<file path="src/sv/nnls_pkg.sv">
// shared types, constants and state encodings of the letterbox scaler
`default_nettype none

package nnls_pkg;

  localparam int MAX_TARGET_DEF = 512;
  localparam int MAX_SOURCE_DEF = 16384;
  localparam int MAX_RUN_DEF    = 64;

  localparam int ADDR_W  = 18;
  localparam int PIXEL_W = 16;
  localparam int PADDR_W = 5;
  localparam int PDATA_W = 32;

  localparam int SRC_REG_W = 15;
  localparam int TGT_REG_W = 10;

  typedef enum logic [2:0] {
    REG_SOURCE_WIDTH  = 3'd0,
    REG_SOURCE_HEIGHT = 3'd1,
    REG_TARGET_SIZE   = 3'd2,
    REG_KEEP_ASPECT   = 3'd3,
    REG_PACKED_MODE   = 3'd4
  } reg_idx_t;

  typedef enum logic [2:0] {
    FR_GMUL,
    FR_GDIV,
    FR_GSET,
    FR_IDLE,
    FR_ROWS,
    FR_COLS,
    FR_MUL,
    FR_PUSH
  } front_state_t;

  typedef enum logic {
    BK_IDLE,
    BK_EMIT
  } back_state_t;

  typedef struct packed {
    logic [7:0]  red;
    logic [7:0]  green;
    logic [7:0]  blue;
    logic [15:0] packed_pixel;
  } in_item_t;

  typedef struct packed {
    logic [ADDR_W-1:0]  target_address;
    logic [PIXEL_W-1:0] pixel_value;
    logic               write_enable;
    logic               last_of_run;
    logic               frame_complete;
    logic               overflow;
  } out_item_t;

endpackage

`default_nettype wire

</file>
<file path="src/sv/nnls_queue.sv">
// two-entry job queue between the front and the back
`default_nettype none

module nnls_queue #(
  parameter int W = 8
) (
  input  wire logic         clk,
  input  wire logic         rst_n,
  input  wire logic         push,
  input  wire logic [W-1:0] din,
  output logic              full,
  input  wire logic         pop,
  output logic [W-1:0]      dout,
  output logic              not_empty
);

  logic [W-1:0] mem_r [2];
  logic         wptr_r, wptr_nxt;
  logic         rptr_r, rptr_nxt;
  logic [1:0]   count_r, count_nxt;

  always_comb begin
    wptr_nxt  = push ? ~wptr_r : wptr_r;
    rptr_nxt  = pop ? ~rptr_r : rptr_r;
    count_nxt = count_r;
    if (push && !pop) begin
      count_nxt = count_r + 2'd1;
    end else if (pop && !push) begin
      count_nxt = count_r - 2'd1;
    end
  end

  always_ff @(posedge clk) begin
    if (!rst_n) begin
      wptr_r  <= 1'b0;
      rptr_r  <= 1'b0;
      count_r <= 2'd0;
    end else begin
      wptr_r  <= wptr_nxt;
      rptr_r  <= rptr_nxt;
      count_r <= count_nxt;
    end
  end

  always_ff @(posedge clk) begin
    if (push) begin
      mem_r[wptr_r] <= din;
    end
  end

  assign dout      = mem_r[rptr_r];
  assign full      = count_r == 2'd2;
  assign not_empty = count_r != 2'd0;

endmodule

`default_nettype wire

</file>
<file path="src/sv/nnls_front.sv">
// front: geometry divider, pixel conversion, row and column coverage scan
`default_nettype none

module nnls_front #(
  parameter int MAX_TARGET = nnls_pkg::MAX_TARGET_DEF,
  parameter int MAX_SOURCE = nnls_pkg::MAX_SOURCE_DEF,
  parameter int MAX_RUN    = nnls_pkg::MAX_RUN_DEF,
  localparam int TW = $clog2(MAX_TARGET + 1),
  localparam int SW = $clog2(MAX_SOURCE + 1),
  localparam int RW = $clog2(MAX_RUN + 1),
  localparam int JW = 16 + 4 * TW + RW + 3
) (
  input  wire logic               clk,
  input  wire logic               rst_n,
  input  wire logic               restart,
  input  wire logic [SW-1:0]      eff_w,
  input  wire logic [SW-1:0]      eff_h,
  input  wire logic [TW-1:0]      eff_t,
  input  wire logic               keep_aspect,
  input  wire logic               packed_mode,
  input  wire logic               in_valid,
  output logic                    in_stall,
  input  wire nnls_pkg::in_item_t in_item,
  output logic                    q_push,
  output logic [JW-1:0]           q_data,
  input  wire logic               q_full,
  output logic [TW-2:0]           margin_x,
  output logic [TW-2:0]           margin_y
);

  import nnls_pkg::*;

  localparam int AW = SW + TW;
  localparam int PW = 2 * TW;
  localparam int CW = $clog2(AW);

  typedef struct packed {
    logic [15:0]   pixel;
    logic [TW-1:0] row_first;
    logic [TW-1:0] row_count;
    logic [TW-1:0] col_first;
    logic [TW-1:0] col_count;
    logic [RW-1:0] run_len;
    logic          ovf;
    logic          last;
    logic          complete;
  } job_t;

  front_state_t state_r, state_nxt;

  logic [SW-1:0] sc_r, sc_nxt, sr_r, sr_nxt;
  logic [TW-1:0] ntr_r, ntr_nxt, ntc_r, ntc_nxt;
  logic [AW-1:0] row_acc_r, row_acc_nxt, row_lim_r, row_lim_nxt;
  logic [AW-1:0] col_acc_r, col_acc_nxt, col_lim_r, col_lim_nxt;
  logic [TW-1:0] rf_r, rf_nxt, rc_r, rc_nxt, cf_r, cf_nxt, cc_r, cc_nxt;
  logic [15:0]   pix_r, pix_nxt;
  logic [PW-1:0] total_r, total_nxt;
  logic          last_r, last_nxt, complete_r, complete_nxt;
  logic [TW-1:0] dw_r, dw_nxt, dh_r, dh_nxt;
  logic [TW-2:0] ox_r, ox_nxt, oy_r, oy_nxt;
  logic [AW-1:0] num_r, num_nxt, quo_r, quo_nxt;
  logic [SW-1:0] den_r, den_nxt, rem_r, rem_nxt;
  logic [CW-1:0] dcnt_r, dcnt_nxt;

  logic          accept;
  logic          row_hit, col_hit;
  logic          ovf;
  logic          need_push;
  logic          advance;
  logic          w_ge_h;
  logic [SW-1:0] short_side, long_side;
  logic [SW:0]   shifted;
  logic          qbit;
  logic [TW-1:0] scaled, diff;
  logic [15:0]   conv_pix;
  job_t          job;

  assign accept  = (state_r == FR_IDLE) && in_valid;
  assign row_hit = (ntr_r < dh_r) && (row_acc_r < row_lim_r);
  assign col_hit = (ntc_r < dw_r) && (col_acc_r < col_lim_r);
  assign ovf     = total_r > PW'(MAX_RUN);
  assign need_push = (total_r != '0) || last_r;
  assign advance = !need_push || !q_full;

  assign w_ge_h     = eff_w >= eff_h;
  assign short_side = w_ge_h ? eff_h : eff_w;
  assign long_side  = w_ge_h ? eff_w : eff_h;
  assign shifted    = {rem_r, num_r[AW-1]};
  assign qbit       = shifted >= {1'b0, den_r};
  assign scaled     = (TW'(quo_r) == '0) ? TW'(1) : TW'(quo_r);
  assign diff       = eff_t - scaled;

  assign conv_pix = packed_mode ? in_item.packed_pixel :
                    {in_item.red[7:3], in_item.green[7:2], in_item.blue[7:3]};

  always_comb begin
    job.pixel     = pix_r;
    job.row_first = rf_r;
    job.row_count = rc_r;
    job.col_first = cf_r;
    job.col_count = cc_r;
    job.run_len   = ovf ? RW'(MAX_RUN) : RW'(total_r);
    job.ovf       = ovf;
    job.last      = last_r;
    job.complete  = complete_r;
  end

  // next state
  always_comb begin
    state_nxt = state_r;
    case (state_r)
      FR_GMUL: state_nxt = FR_GDIV;
      FR_GDIV: if (dcnt_r == '0) begin
        state_nxt = FR_GSET;
      end
      FR_GSET: state_nxt = FR_IDLE;
      FR_IDLE: if (in_valid) begin
        state_nxt = (sc_r == '0) ? FR_ROWS : FR_COLS;
      end
      FR_ROWS: if (!row_hit) begin
        state_nxt = FR_COLS;
      end
      FR_COLS: if (!col_hit) begin
        state_nxt = FR_MUL;
      end
      FR_MUL:  state_nxt = FR_PUSH;
      FR_PUSH: if (advance) begin
        state_nxt = FR_IDLE;
      end
      default: state_nxt = FR_GMUL;
    endcase
    if (restart) begin
      state_nxt = FR_GMUL;
    end
  end

  // outputs
  always_comb begin
    in_stall = 1'b1;
    q_push   = 1'b0;
    case (state_r)
      FR_IDLE: in_stall = 1'b0;
      FR_PUSH: q_push   = need_push && !q_full;
      default: begin
        in_stall = 1'b1;
        q_push   = 1'b0;
      end
    endcase
  end

  assign q_data   = JW'(job);
  assign margin_x = ox_r;
  assign margin_y = oy_r;

  // datapath
  always_comb begin
    sc_nxt = sc_r;           sr_nxt = sr_r;
    ntr_nxt = ntr_r;         ntc_nxt = ntc_r;
    row_acc_nxt = row_acc_r; row_lim_nxt = row_lim_r;
    col_acc_nxt = col_acc_r; col_lim_nxt = col_lim_r;
    rf_nxt = rf_r;           rc_nxt = rc_r;
    cf_nxt = cf_r;           cc_nxt = cc_r;
    pix_nxt = pix_r;         total_nxt = total_r;
    last_nxt = last_r;       complete_nxt = complete_r;
    dw_nxt = dw_r;           dh_nxt = dh_r;
    ox_nxt = ox_r;           oy_nxt = oy_r;
    num_nxt = num_r;         quo_nxt = quo_r;
    den_nxt = den_r;         rem_nxt = rem_r;
    dcnt_nxt = dcnt_r;
    case (state_r)
      FR_GMUL: begin
        num_nxt  = {{TW{1'b0}}, short_side} * {{SW{1'b0}}, eff_t};
        den_nxt  = long_side;
        rem_nxt  = '0;
        quo_nxt  = '0;
        dcnt_nxt = CW'(AW - 1);
      end
      FR_GDIV: begin
        rem_nxt  = qbit ? SW'(shifted - {1'b0, den_r}) : SW'(shifted);
        quo_nxt  = {quo_r[AW-2:0], qbit};
        num_nxt  = num_r << 1;
        dcnt_nxt = dcnt_r - CW'(1);
      end
      FR_GSET: begin
        dw_nxt = eff_t;
        dh_nxt = eff_t;
        ox_nxt = '0;
        oy_nxt = '0;
        if (keep_aspect && w_ge_h) begin
          dh_nxt = scaled;
          oy_nxt = (TW-1)'(diff >> 1);
        end else if (keep_aspect) begin
          dw_nxt = scaled;
          ox_nxt = (TW-1)'(diff >> 1);
        end
        sc_nxt = '0;
        sr_nxt = '0;
        ntr_nxt = '0;
        ntc_nxt = '0;
        row_acc_nxt = '0;
        col_acc_nxt = '0;
        row_lim_nxt = AW'(dh_nxt);
        col_lim_nxt = AW'(dw_nxt);
      end
      FR_IDLE: if (accept) begin
        pix_nxt = conv_pix;
        cf_nxt  = ntc_r;
        cc_nxt  = '0;
        if (sc_r == '0) begin
          rf_nxt = ntr_r;
          rc_nxt = '0;
        end
      end
      FR_ROWS: if (row_hit) begin
        ntr_nxt     = ntr_r + TW'(1);
        row_acc_nxt = row_acc_r + AW'(eff_h);
        rc_nxt      = rc_r + TW'(1);
      end
      FR_COLS: if (col_hit) begin
        ntc_nxt     = ntc_r + TW'(1);
        col_acc_nxt = col_acc_r + AW'(eff_w);
        cc_nxt      = cc_r + TW'(1);
      end
      FR_MUL: begin
        total_nxt    = {{TW{1'b0}}, rc_r} * {{TW{1'b0}}, cc_r};
        last_nxt     = (SW'(sc_r + SW'(1)) == eff_w) && (SW'(sr_r + SW'(1)) == eff_h);
        complete_nxt = ntr_r == dh_r;
      end
      FR_PUSH: if (advance) begin
        if (last_r) begin
          sc_nxt = '0;
          sr_nxt = '0;
          ntr_nxt = '0;
          ntc_nxt = '0;
          row_acc_nxt = '0;
          col_acc_nxt = '0;
          row_lim_nxt = AW'(dh_r);
          col_lim_nxt = AW'(dw_r);
        end else if (SW'(sc_r + SW'(1)) >= eff_w) begin
          sc_nxt = '0;
          sr_nxt = sr_r + SW'(1);
          row_lim_nxt = row_lim_r + AW'(dh_r);
          ntc_nxt = '0;
          col_acc_nxt = '0;
          col_lim_nxt = AW'(dw_r);
        end else begin
          sc_nxt = sc_r + SW'(1);
          col_lim_nxt = col_lim_r + AW'(dw_r);
        end
      end
      default: begin
        sc_nxt = sc_r;
      end
    endcase
  end

  always_ff @(posedge clk) begin
    if (!rst_n) begin
      state_r <= FR_GMUL;
    end else begin
      state_r <= state_nxt;
    end
  end

  always_ff @(posedge clk) begin
    sc_r <= sc_nxt;           sr_r <= sr_nxt;
    ntr_r <= ntr_nxt;         ntc_r <= ntc_nxt;
    row_acc_r <= row_acc_nxt; row_lim_r <= row_lim_nxt;
    col_acc_r <= col_acc_nxt; col_lim_r <= col_lim_nxt;
    rf_r <= rf_nxt;           rc_r <= rc_nxt;
    cf_r <= cf_nxt;           cc_r <= cc_nxt;
    pix_r <= pix_nxt;         total_r <= total_nxt;
    last_r <= last_nxt;       complete_r <= complete_nxt;
    dw_r <= dw_nxt;           dh_r <= dh_nxt;
    ox_r <= ox_nxt;           oy_r <= oy_nxt;
    num_r <= num_nxt;         quo_r <= quo_nxt;
    den_r <= den_nxt;         rem_r <= rem_nxt;
    dcnt_r <= dcnt_nxt;
  end

endmodule

`default_nettype wire

</file>
<file path="src/sv/nnls_back.sv">
// back: walks the covered target block and emits one write transaction per cycle while the output is not stalled
`default_nettype none

module nnls_back #(
  parameter int MAX_TARGET = nnls_pkg::MAX_TARGET_DEF,
  parameter int MAX_RUN    = nnls_pkg::MAX_RUN_DEF,
  localparam int TW = $clog2(MAX_TARGET + 1),
  localparam int RW = $clog2(MAX_RUN + 1),
  localparam int JW = 16 + 4 * TW + RW + 3
) (
  input  wire logic              clk,
  input  wire logic              rst_n,
  input  wire logic              q_valid,
  output logic                   q_pop,
  input  wire logic [JW-1:0]     q_data,
  input  wire logic [TW-1:0]     eff_t,
  input  wire logic [TW-2:0]     margin_x,
  input  wire logic [TW-2:0]     margin_y,
  output logic                   out_valid,
  input  wire logic              out_stall,
  output nnls_pkg::out_item_t    out_item
);

  import nnls_pkg::*;

  localparam int PW = 2 * TW;

  typedef struct packed {
    logic [15:0]   pixel;
    logic [TW-1:0] row_first;
    logic [TW-1:0] row_count;
    logic [TW-1:0] col_first;
    logic [TW-1:0] col_count;
    logic [RW-1:0] run_len;
    logic          ovf;
    logic          last;
    logic          complete;
  } job_t;

  back_state_t state_r, state_nxt;
  job_t          job_r, job_nxt, head;
  logic [PW-1:0] row_addr_r, row_addr_nxt, addr_r, addr_nxt;
  logic [TW-1:0] j_r, j_nxt;
  logic [RW-1:0] k_r, k_nxt;
  logic          out_valid_r, out_valid_nxt;
  out_item_t     out_r, out_nxt;

  logic          slot_free, emit, status, final_one, lor;
  logic [PW-1:0] base_addr;

  assign head      = job_t'(q_data);
  assign slot_free = !out_valid_r || !out_stall;
  assign status    = job_r.run_len == '0;
  assign lor       = RW'(k_r + RW'(1)) == job_r.run_len;
  assign final_one = status || lor;
  assign base_addr = (PW'(margin_y) + PW'(head.row_first)) * PW'(eff_t)
                     + PW'(margin_x) + PW'(head.col_first);

  // next state
  always_comb begin
    state_nxt = state_r;
    case (state_r)
      BK_IDLE: if (q_valid) begin
        state_nxt = BK_EMIT;
      end
      BK_EMIT: if (slot_free && final_one) begin
        state_nxt = BK_IDLE;
      end
      default: state_nxt = BK_IDLE;
    endcase
  end

  // outputs
  always_comb begin
    q_pop = 1'b0;
    emit  = 1'b0;
    case (state_r)
      BK_IDLE: q_pop = q_valid;
      BK_EMIT: emit  = slot_free;
      default: begin
        q_pop = 1'b0;
        emit  = 1'b0;
      end
    endcase
  end

  // datapath
  always_comb begin
    job_nxt      = job_r;
    row_addr_nxt = row_addr_r;
    addr_nxt     = addr_r;
    j_nxt        = j_r;
    k_nxt        = k_r;
    out_nxt      = out_r;
    out_valid_nxt = out_stall ? out_valid_r : 1'b0;
    if (q_pop) begin
      job_nxt      = head;
      row_addr_nxt = base_addr;
      addr_nxt     = base_addr;
      j_nxt        = '0;
      k_nxt        = '0;
    end
    if (emit) begin
      out_valid_nxt = 1'b1;
      if (status) begin
        out_nxt.target_address = '0;
        out_nxt.pixel_value    = '0;
        out_nxt.write_enable   = 1'b0;
        out_nxt.last_of_run    = 1'b1;
        out_nxt.frame_complete = job_r.complete;
        out_nxt.overflow       = 1'b0;
      end else begin
        out_nxt.target_address = ADDR_W'(addr_r);
        out_nxt.pixel_value    = job_r.pixel;
        out_nxt.write_enable   = 1'b1;
        out_nxt.last_of_run    = lor;
        out_nxt.frame_complete = lor && job_r.last && job_r.complete;
        out_nxt.overflow       = job_r.ovf;
      end
      k_nxt = k_r + RW'(1);
      if (TW'(j_r + TW'(1)) == job_r.col_count) begin
        j_nxt        = '0;
        row_addr_nxt = row_addr_r + PW'(eff_t);
        addr_nxt     = row_addr_r + PW'(eff_t);
      end else begin
        j_nxt    = j_r + TW'(1);
        addr_nxt = addr_r + PW'(1);
      end
    end
  end

  always_ff @(posedge clk) begin
    if (!rst_n) begin
      state_r     <= BK_IDLE;
      out_valid_r <= 1'b0;
    end else begin
      state_r     <= state_nxt;
      out_valid_r <= out_valid_nxt;
    end
  end

  always_ff @(posedge clk) begin
    job_r      <= job_nxt;
    row_addr_r <= row_addr_nxt;
    addr_r     <= addr_nxt;
    j_r        <= j_nxt;
    k_r        <= k_nxt;
    out_r      <= out_nxt;
  end

  assign out_valid = out_valid_r;
  assign out_item  = out_r;

endmodule

`default_nettype wire

</file>
<file path="src/sv/nearest_neighbor_letterbox_scaler_unit.sv">
// top level of the nearest-neighbor letterbox scaler: registers, front, queue, back
`default_nettype none

// Source pixels enter in raster order and leave as RGB565 write transactions into a
// square target frame. For each source pixel the front scans the target rows (only at
// the first pixel of a source row) and then the target columns that the pixel covers,
// one per cycle with running sums instead of a divider, multiplies the two counts and
// pushes the job. It waits to push only while the job queue is full. The back loads a
// job from the two-entry job queue and then sends one transaction per cycle while the
// output is not stalled. After reset and after every register write the front works
// out the letterbox geometry in a one-bit-per-cycle divider and takes no pixel.

module nearest_neighbor_letterbox_scaler_unit #(
  parameter int MAX_TARGET = nnls_pkg::MAX_TARGET_DEF,
  parameter int MAX_SOURCE = nnls_pkg::MAX_SOURCE_DEF,
  parameter int MAX_RUN    = nnls_pkg::MAX_RUN_DEF
) (
  input  wire logic                             clk,
  input  wire logic                             rst_n,
  input  wire logic                             in_valid,
  output logic                                  in_stall,
  input  wire nnls_pkg::in_item_t               in_item,
  output logic                                  out_valid,
  input  wire logic                             out_stall,
  output nnls_pkg::out_item_t                   out_item,
  input  wire logic                             psel,
  input  wire logic                             penable,
  input  wire logic                             pwrite,
  input  wire logic [nnls_pkg::PADDR_W-1:0]     paddr,
  input  wire logic [nnls_pkg::PDATA_W-1:0]     pwdata,
  output logic [nnls_pkg::PDATA_W-1:0]          prdata,
  output logic                                  pready
);

  import nnls_pkg::*;

  localparam int TW = $clog2(MAX_TARGET + 1);
  localparam int SW = $clog2(MAX_SOURCE + 1);
  localparam int RW = $clog2(MAX_RUN + 1);
  localparam int JW = 16 + 4 * TW + RW + 3;

  logic [SRC_REG_W-1:0] src_w_r, src_w_nxt, src_h_r, src_h_nxt;
  logic [TGT_REG_W-1:0] tgt_r, tgt_nxt;
  logic                 keep_r, keep_nxt, packed_r, packed_nxt;
  logic                 wr, restart;
  reg_idx_t             idx;

  logic [SW-1:0] eff_w, eff_h;
  logic [TW-1:0] eff_t;
  logic [TW-2:0] margin_x, margin_y;

  logic          q_push, q_full, q_pop, q_valid;
  logic [JW-1:0] q_din, q_dout;

  assign pready = 1'b1;
  assign wr     = psel && penable && pwrite;
  assign idx    = reg_idx_t'(paddr[PADDR_W-1:2]);

  always_comb begin
    src_w_nxt  = src_w_r;
    src_h_nxt  = src_h_r;
    tgt_nxt    = tgt_r;
    keep_nxt   = keep_r;
    packed_nxt = packed_r;
    restart    = 1'b0;
    prdata     = '0;
    case (idx)
      REG_SOURCE_WIDTH: begin
        prdata  = PDATA_W'(src_w_r);
        restart = wr;
        if (wr) begin
          src_w_nxt = pwdata[SRC_REG_W-1:0];
        end
      end
      REG_SOURCE_HEIGHT: begin
        prdata  = PDATA_W'(src_h_r);
        restart = wr;
        if (wr) begin
          src_h_nxt = pwdata[SRC_REG_W-1:0];
        end
      end
      REG_TARGET_SIZE: begin
        prdata  = PDATA_W'(tgt_r);
        restart = wr;
        if (wr) begin
          tgt_nxt = pwdata[TGT_REG_W-1:0];
        end
      end
      REG_KEEP_ASPECT: begin
        prdata  = PDATA_W'(keep_r);
        restart = wr;
        if (wr) begin
          keep_nxt = pwdata[0];
        end
      end
      REG_PACKED_MODE: begin
        prdata  = PDATA_W'(packed_r);
        restart = wr;
        if (wr) begin
          packed_nxt = pwdata[0];
        end
      end
      default: begin
        prdata  = '0;
        restart = 1'b0;
      end
    endcase
  end

  always_ff @(posedge clk) begin
    if (!rst_n) begin
      src_w_r  <= SRC_REG_W'(1);
      src_h_r  <= SRC_REG_W'(1);
      tgt_r    <= TGT_REG_W'(1);
      keep_r   <= 1'b0;
      packed_r <= 1'b1;
    end else begin
      src_w_r  <= src_w_nxt;
      src_h_r  <= src_h_nxt;
      tgt_r    <= tgt_nxt;
      keep_r   <= keep_nxt;
      packed_r <= packed_nxt;
    end
  end

  // saturate sizes to the supported range
  assign eff_w = (src_w_r == '0) ? SW'(1) :
                 (32'(src_w_r) > MAX_SOURCE) ? SW'(MAX_SOURCE) : SW'(src_w_r);
  assign eff_h = (src_h_r == '0) ? SW'(1) :
                 (32'(src_h_r) > MAX_SOURCE) ? SW'(MAX_SOURCE) : SW'(src_h_r);
  assign eff_t = (tgt_r == '0) ? TW'(1) :
                 (32'(tgt_r) > MAX_TARGET) ? TW'(MAX_TARGET) : TW'(tgt_r);

  nnls_front #(
    .MAX_TARGET (MAX_TARGET),
    .MAX_SOURCE (MAX_SOURCE),
    .MAX_RUN    (MAX_RUN)
  ) u_front (
    .clk         (clk),
    .rst_n       (rst_n),
    .restart     (restart),
    .eff_w       (eff_w),
    .eff_h       (eff_h),
    .eff_t       (eff_t),
    .keep_aspect (keep_r),
    .packed_mode (packed_r),
    .in_valid    (in_valid),
    .in_stall    (in_stall),
    .in_item     (in_item),
    .q_push      (q_push),
    .q_data      (q_din),
    .q_full      (q_full),
    .margin_x    (margin_x),
    .margin_y    (margin_y)
  );

  nnls_queue #(
    .W (JW)
  ) u_queue (
    .clk       (clk),
    .rst_n     (rst_n),
    .push      (q_push),
    .din       (q_din),
    .full      (q_full),
    .pop       (q_pop),
    .dout      (q_dout),
    .not_empty (q_valid)
  );

  nnls_back #(
    .MAX_TARGET (MAX_TARGET),
    .MAX_RUN    (MAX_RUN)
  ) u_back (
    .clk       (clk),
    .rst_n     (rst_n),
    .q_valid   (q_valid),
    .q_pop     (q_pop),
    .q_data    (q_dout),
    .eff_t     (eff_t),
    .margin_x  (margin_x),
    .margin_y  (margin_y),
    .out_valid (out_valid),
    .out_stall (out_stall),
    .out_item  (out_item)
  );

`ifndef SYNTHESIS
  a_busy_after_accept: assert property (@(posedge clk) disable iff (!rst_n)
    in_valid && !in_stall |=> in_stall)
    else $error("front took a second pixel back to back");

  a_status_ends_run: assert property (@(posedge clk) disable iff (!rst_n)
    out_valid && !out_item.write_enable |-> out_item.last_of_run && !out_item.overflow)
    else $error("status transaction not closing its run");

  a_complete_on_last: assert property (@(posedge clk) disable iff (!rst_n)
    out_valid && out_item.frame_complete |-> out_item.last_of_run)
    else $error("frame_complete outside the last transaction of a run");

  a_no_pop_when_empty: assert property (@(posedge clk) disable iff (!rst_n)
    q_pop |-> q_valid)
    else $error("job queue popped while empty");
`endif

endmodule

`default_nettype wire
</file>
<file path="config.mk">
export PLATFORM = sky130hd
export DESIGN_NAME = nearest_neighbor_letterbox_scaler_unit
export DESIGN_NICKNAME = d
export VERILOG_FILES = /design/src/sv/nnls_pkg.sv /design/src/sv/nnls_queue.sv /design/src/sv/nnls_front.sv /design/src/sv/nnls_back.sv /design/src/sv/nearest_neighbor_letterbox_scaler_unit.sv
export SDC_FILE = /design/constraint.sdc
export NUM_CORES = 2
export LEC_CHECK = 0
export ABC_AREA = 1
export BUFFER_PORTS_ARGS = -buffer_cell sky130_fd_sc_hd__buf_2
export CORE_MARGIN = 2
export CORE_UTILIZATION = 30
export CTS_CLUSTER_DIAMETER = 80
export CTS_CLUSTER_SIZE = 16
export DETAILED_ROUTE_END_ITERATION = 12
export GPL_ROUTABILITY_DRIVEN = 0
export HOLD_SLACK_MARGIN = 0.02
export PLACE_DENSITY = 0.54
export SETUP_SLACK_MARGIN = 0.05
export SYNTH_ARGS = -nofsm -noshare
export SYNTH_HDL_FRONTEND = slang
export SYNTH_SLANG_ARGS = --single-unit
</file>
<file path="constraint.sdc">
create_clock -name clk -period 21.5 [get_ports clk]
set_input_delay 0 -clock clk [delete_from_list [all_inputs] [get_ports clk]]
set_output_delay 0 -clock clk [all_outputs]
set_load 0.05 [all_outputs]
</file>
==> results.toml <==
[status]
status = "finished, final reports clean"

[global_route]
grt_pass1_vias = 34100
grt_first_pass_wirelength_um = 191000
grt_max_degree = 63
grtUsageTotal_pct = 15.3
antenna_found_initial = 0
grt_overflow = 0

[timing]
fin_crit_ps = 9330
max_freq_ghz = 0.107
max_slew_margin_pct = 17.9
tightest_slew_ps = 1230
finalMaxSlewViolations = 0
finClkSkew_ps = 34.0
tns_ps = 0
rsz0062_at_grt = "false"
finalCritPeriodShare_pct = 43.4
setup_ws_ps = 12170
hold_viol_final = 0
setup_violations = 0

[setup_path]
slowest_stage = "o21ai_2"
crit_required_ps = 21880
crit_buf_inv = 5
slowest_delay_ps = 790
path_common_cell = "nand2_1"
cp-start-kind = "flip-flop"
setup.worst_path.end_class = "flip-flop"
crit_family = "adder cells"
path_depth = 32
critical_path_class = "flip-flop to flip-flop"
cp_max_fo = 61
r2r_cells = 32
crit_arrival_ps = 9720

[detailed_routing]
num_vias = 35100
routed_wl_um = 121000
firstDrtPassIters = 5
post-route-drc-count = 0
post_drt_wl_per_cell_um = 16.2
viasPerCell = 4.71
drt_iter0_drc = 2604
ant_nets = 0

[clock_network]
clockBufferDepth = 3
cts.sinks = 627
cts_root_buf = "clkbuf_16"
clk_latency_ps = 670
htreeDepth = 2
cts_resized = 0
numCtsBuffers = 53
path_clk_slew_ps = 80
cts_tree = "yes"

[synth]
synth.avg_cell_area_um2 = 8.82
synth_area_leaders = "edfxtp_1 36%, fa_1 11%, ha_1 9.7%, nand2_1 8.9%, inv_1 6.8%"
synthTopCellsByCount = "1101 x nand2_1, 843 x inv_1, 557 x edfxtp_1, 522 x nor2_1, 359 x ha_1"
synth-edff-count = 557
synth.most_common_cell = "nand2_1"
ys_warn_count = 0
synthArstFlopShare_pct = 0
synthCells = 5239
yosys.area.top_type = "edfxtp_1"
synth_area_um2 = 46200
synthDistinctLibCells = 67
ys_seq_area_share_pct = 39.2
ys_ff_latch = 627
synthFlopType = "edfxtp_1"
yosysTopAreaCellShare_pct = 36.2

[min_path]
hold_class = "primary input to flip-flop"
hold_depth = 4

[power_and_ir_drop]
power_uw = 4730
p_per_area_nw_per_um2 = 91.9
power.leakage_uw = 0.0232
ir_drop_mv = 0.0755

[finish]
fill_cells = 15900
final_area_um2 = 51400
fin_nets = 6074
area_growth_pct = 11.3
fin_cells = 7452
antenna-diode-count = 0
final_layout_size_suffix_gt1_share_pct = 6.05

[placement]
hpwl_um = 90600
pre_cts_ws_ps = 12390
placed_area_um2 = 49100
io_buffer_count = 111
placed_cells_incl_taps = 7299

[floorplanning]
die_w_um = 396
core_area_um2 = 154000
die-area_um2 = 157000
ios = 157
initial_core_util_pct = 30.1
rows = 144
die_h_um = 396

[flow_run]
drv_cap = 0
## per-stage QoR
| stage | hold slack (ps) | utilization [%] |
|---|---|---|
| final | 165 | 33.5 |
| after global routing | 146 | 33.5 |
| after CTS | 112 | 33.5 |
| after detailed placement | 294 | 32.0 |
| after global placement | 285 | 32.0 |
| after floorplan | 113 | - |
## worst reg2reg max path, delay by kind of cell (launching register included)
family,cells,cell delay (ps)
adders and majority gates,7,3420
and+or+nand+nor,14,2980
AOI/OAI and AO/OA,5,1670
buffers and inverters,5,530
DFF,1,320
xor gates and xnor gates,1,140
## power by group
group / internal [uW] / switching, uW
clock network: 514 / 494
logic: 670 / 1300
registers: 1620 / 127
total: 2810 / 1920
## logic make-up after synthesis
family,after synthesis,synth area share (%)
adder cells (fa/ha/maj),619,21.0
multiplexers,24,0.563
XOR/XNOR,159,3.08
AND/OR/NAND/NOR,2039,18.3
buffers and inverters,1015,8.53
AO/OA/AOI/OAI,754,9.31
flip-flops,627,39.2
other,2,0.0163
## path summary, 6_finish.rpt
kind	from	end	slack, ps
worst max-delay path	src_w_r[10]$_SDFFE_PN0P_	u_front.num_r[17]$_DFFE_PP_	12170
worst min-delay path	pwdata[10]	src_h_r[10]$_SDFFE_PN0P_	160
worst max register to register	src_w_r[10]$_SDFFE_PN0P_	u_front.num_r[17]$_DFFE_PP_	12170
worst min register to register	u_front.pix_r[11]$_DFFE_PP_	u_queue.mem_r[0][61]$_DFFE_PP_	450
## cells in the final DEF, fill, tap and decap left out, types with 54 or more instances in the layout
master / count
nor3_1: 62
fa_1: 260
nor2_1: 514
dlygate4sd3_1: 61
buf_2: 111
nand2_1: 1101
dfxtp_1: 69
o21ai_0: 236
xor2_1: 105
inv_1: 842
nand3_1: 200
ha_1: 359
edfxtp_1: 557
clkbuf_16: 54
nand4_1: 64
a21oi_1: 311
## final cells by class
cell class	count	area, um2	area share, %
Tap cell	2044	2560	4.97
Clock buffer	72	1420	2.76
Multi-Input combinational cell	3613	24300	47.2
Clock inverter	20	340	0.662
Inverter	863	3240	6.30
Timing Repair Buffer	213	1470	2.87
Sequential cell	627	18100	35.3
## sequential cells by signal, summed over array words and instances, names as in the netlist, 16 cells and up, named ones only
register	count
u_front.row_lim_r	25
u_front.pix_r	16
u_front.col_lim_r	25
u_front.col_acc_r	25
u_queue.mem_r	112
u_front.num_r	25
u_front.total_r	20
u_back.row_addr_r	18
u_front.row_acc_r	25
u_back.job_r	36
u_back.out_item	38
u_back.addr_r	18
## timing repair
item,4_1_cts,5_1_grt
hold endpoints to repair,77,0
hold buffers,61,0
setup buffers,0,0
## metal layers
metal | global-route usage [%] | routed length [um] | vias up
li1 | - | - | 17400
met1 | 21.1 | 55800 | 16800
met5 | 0 | 0 | -
met3 | 1.97 | 6040 | 141
met4 | 4.14 | 3180 | 0
met2 | 25.1 | 55600 | 803
No activity file was read; power rests on OpenSTA's default activity.
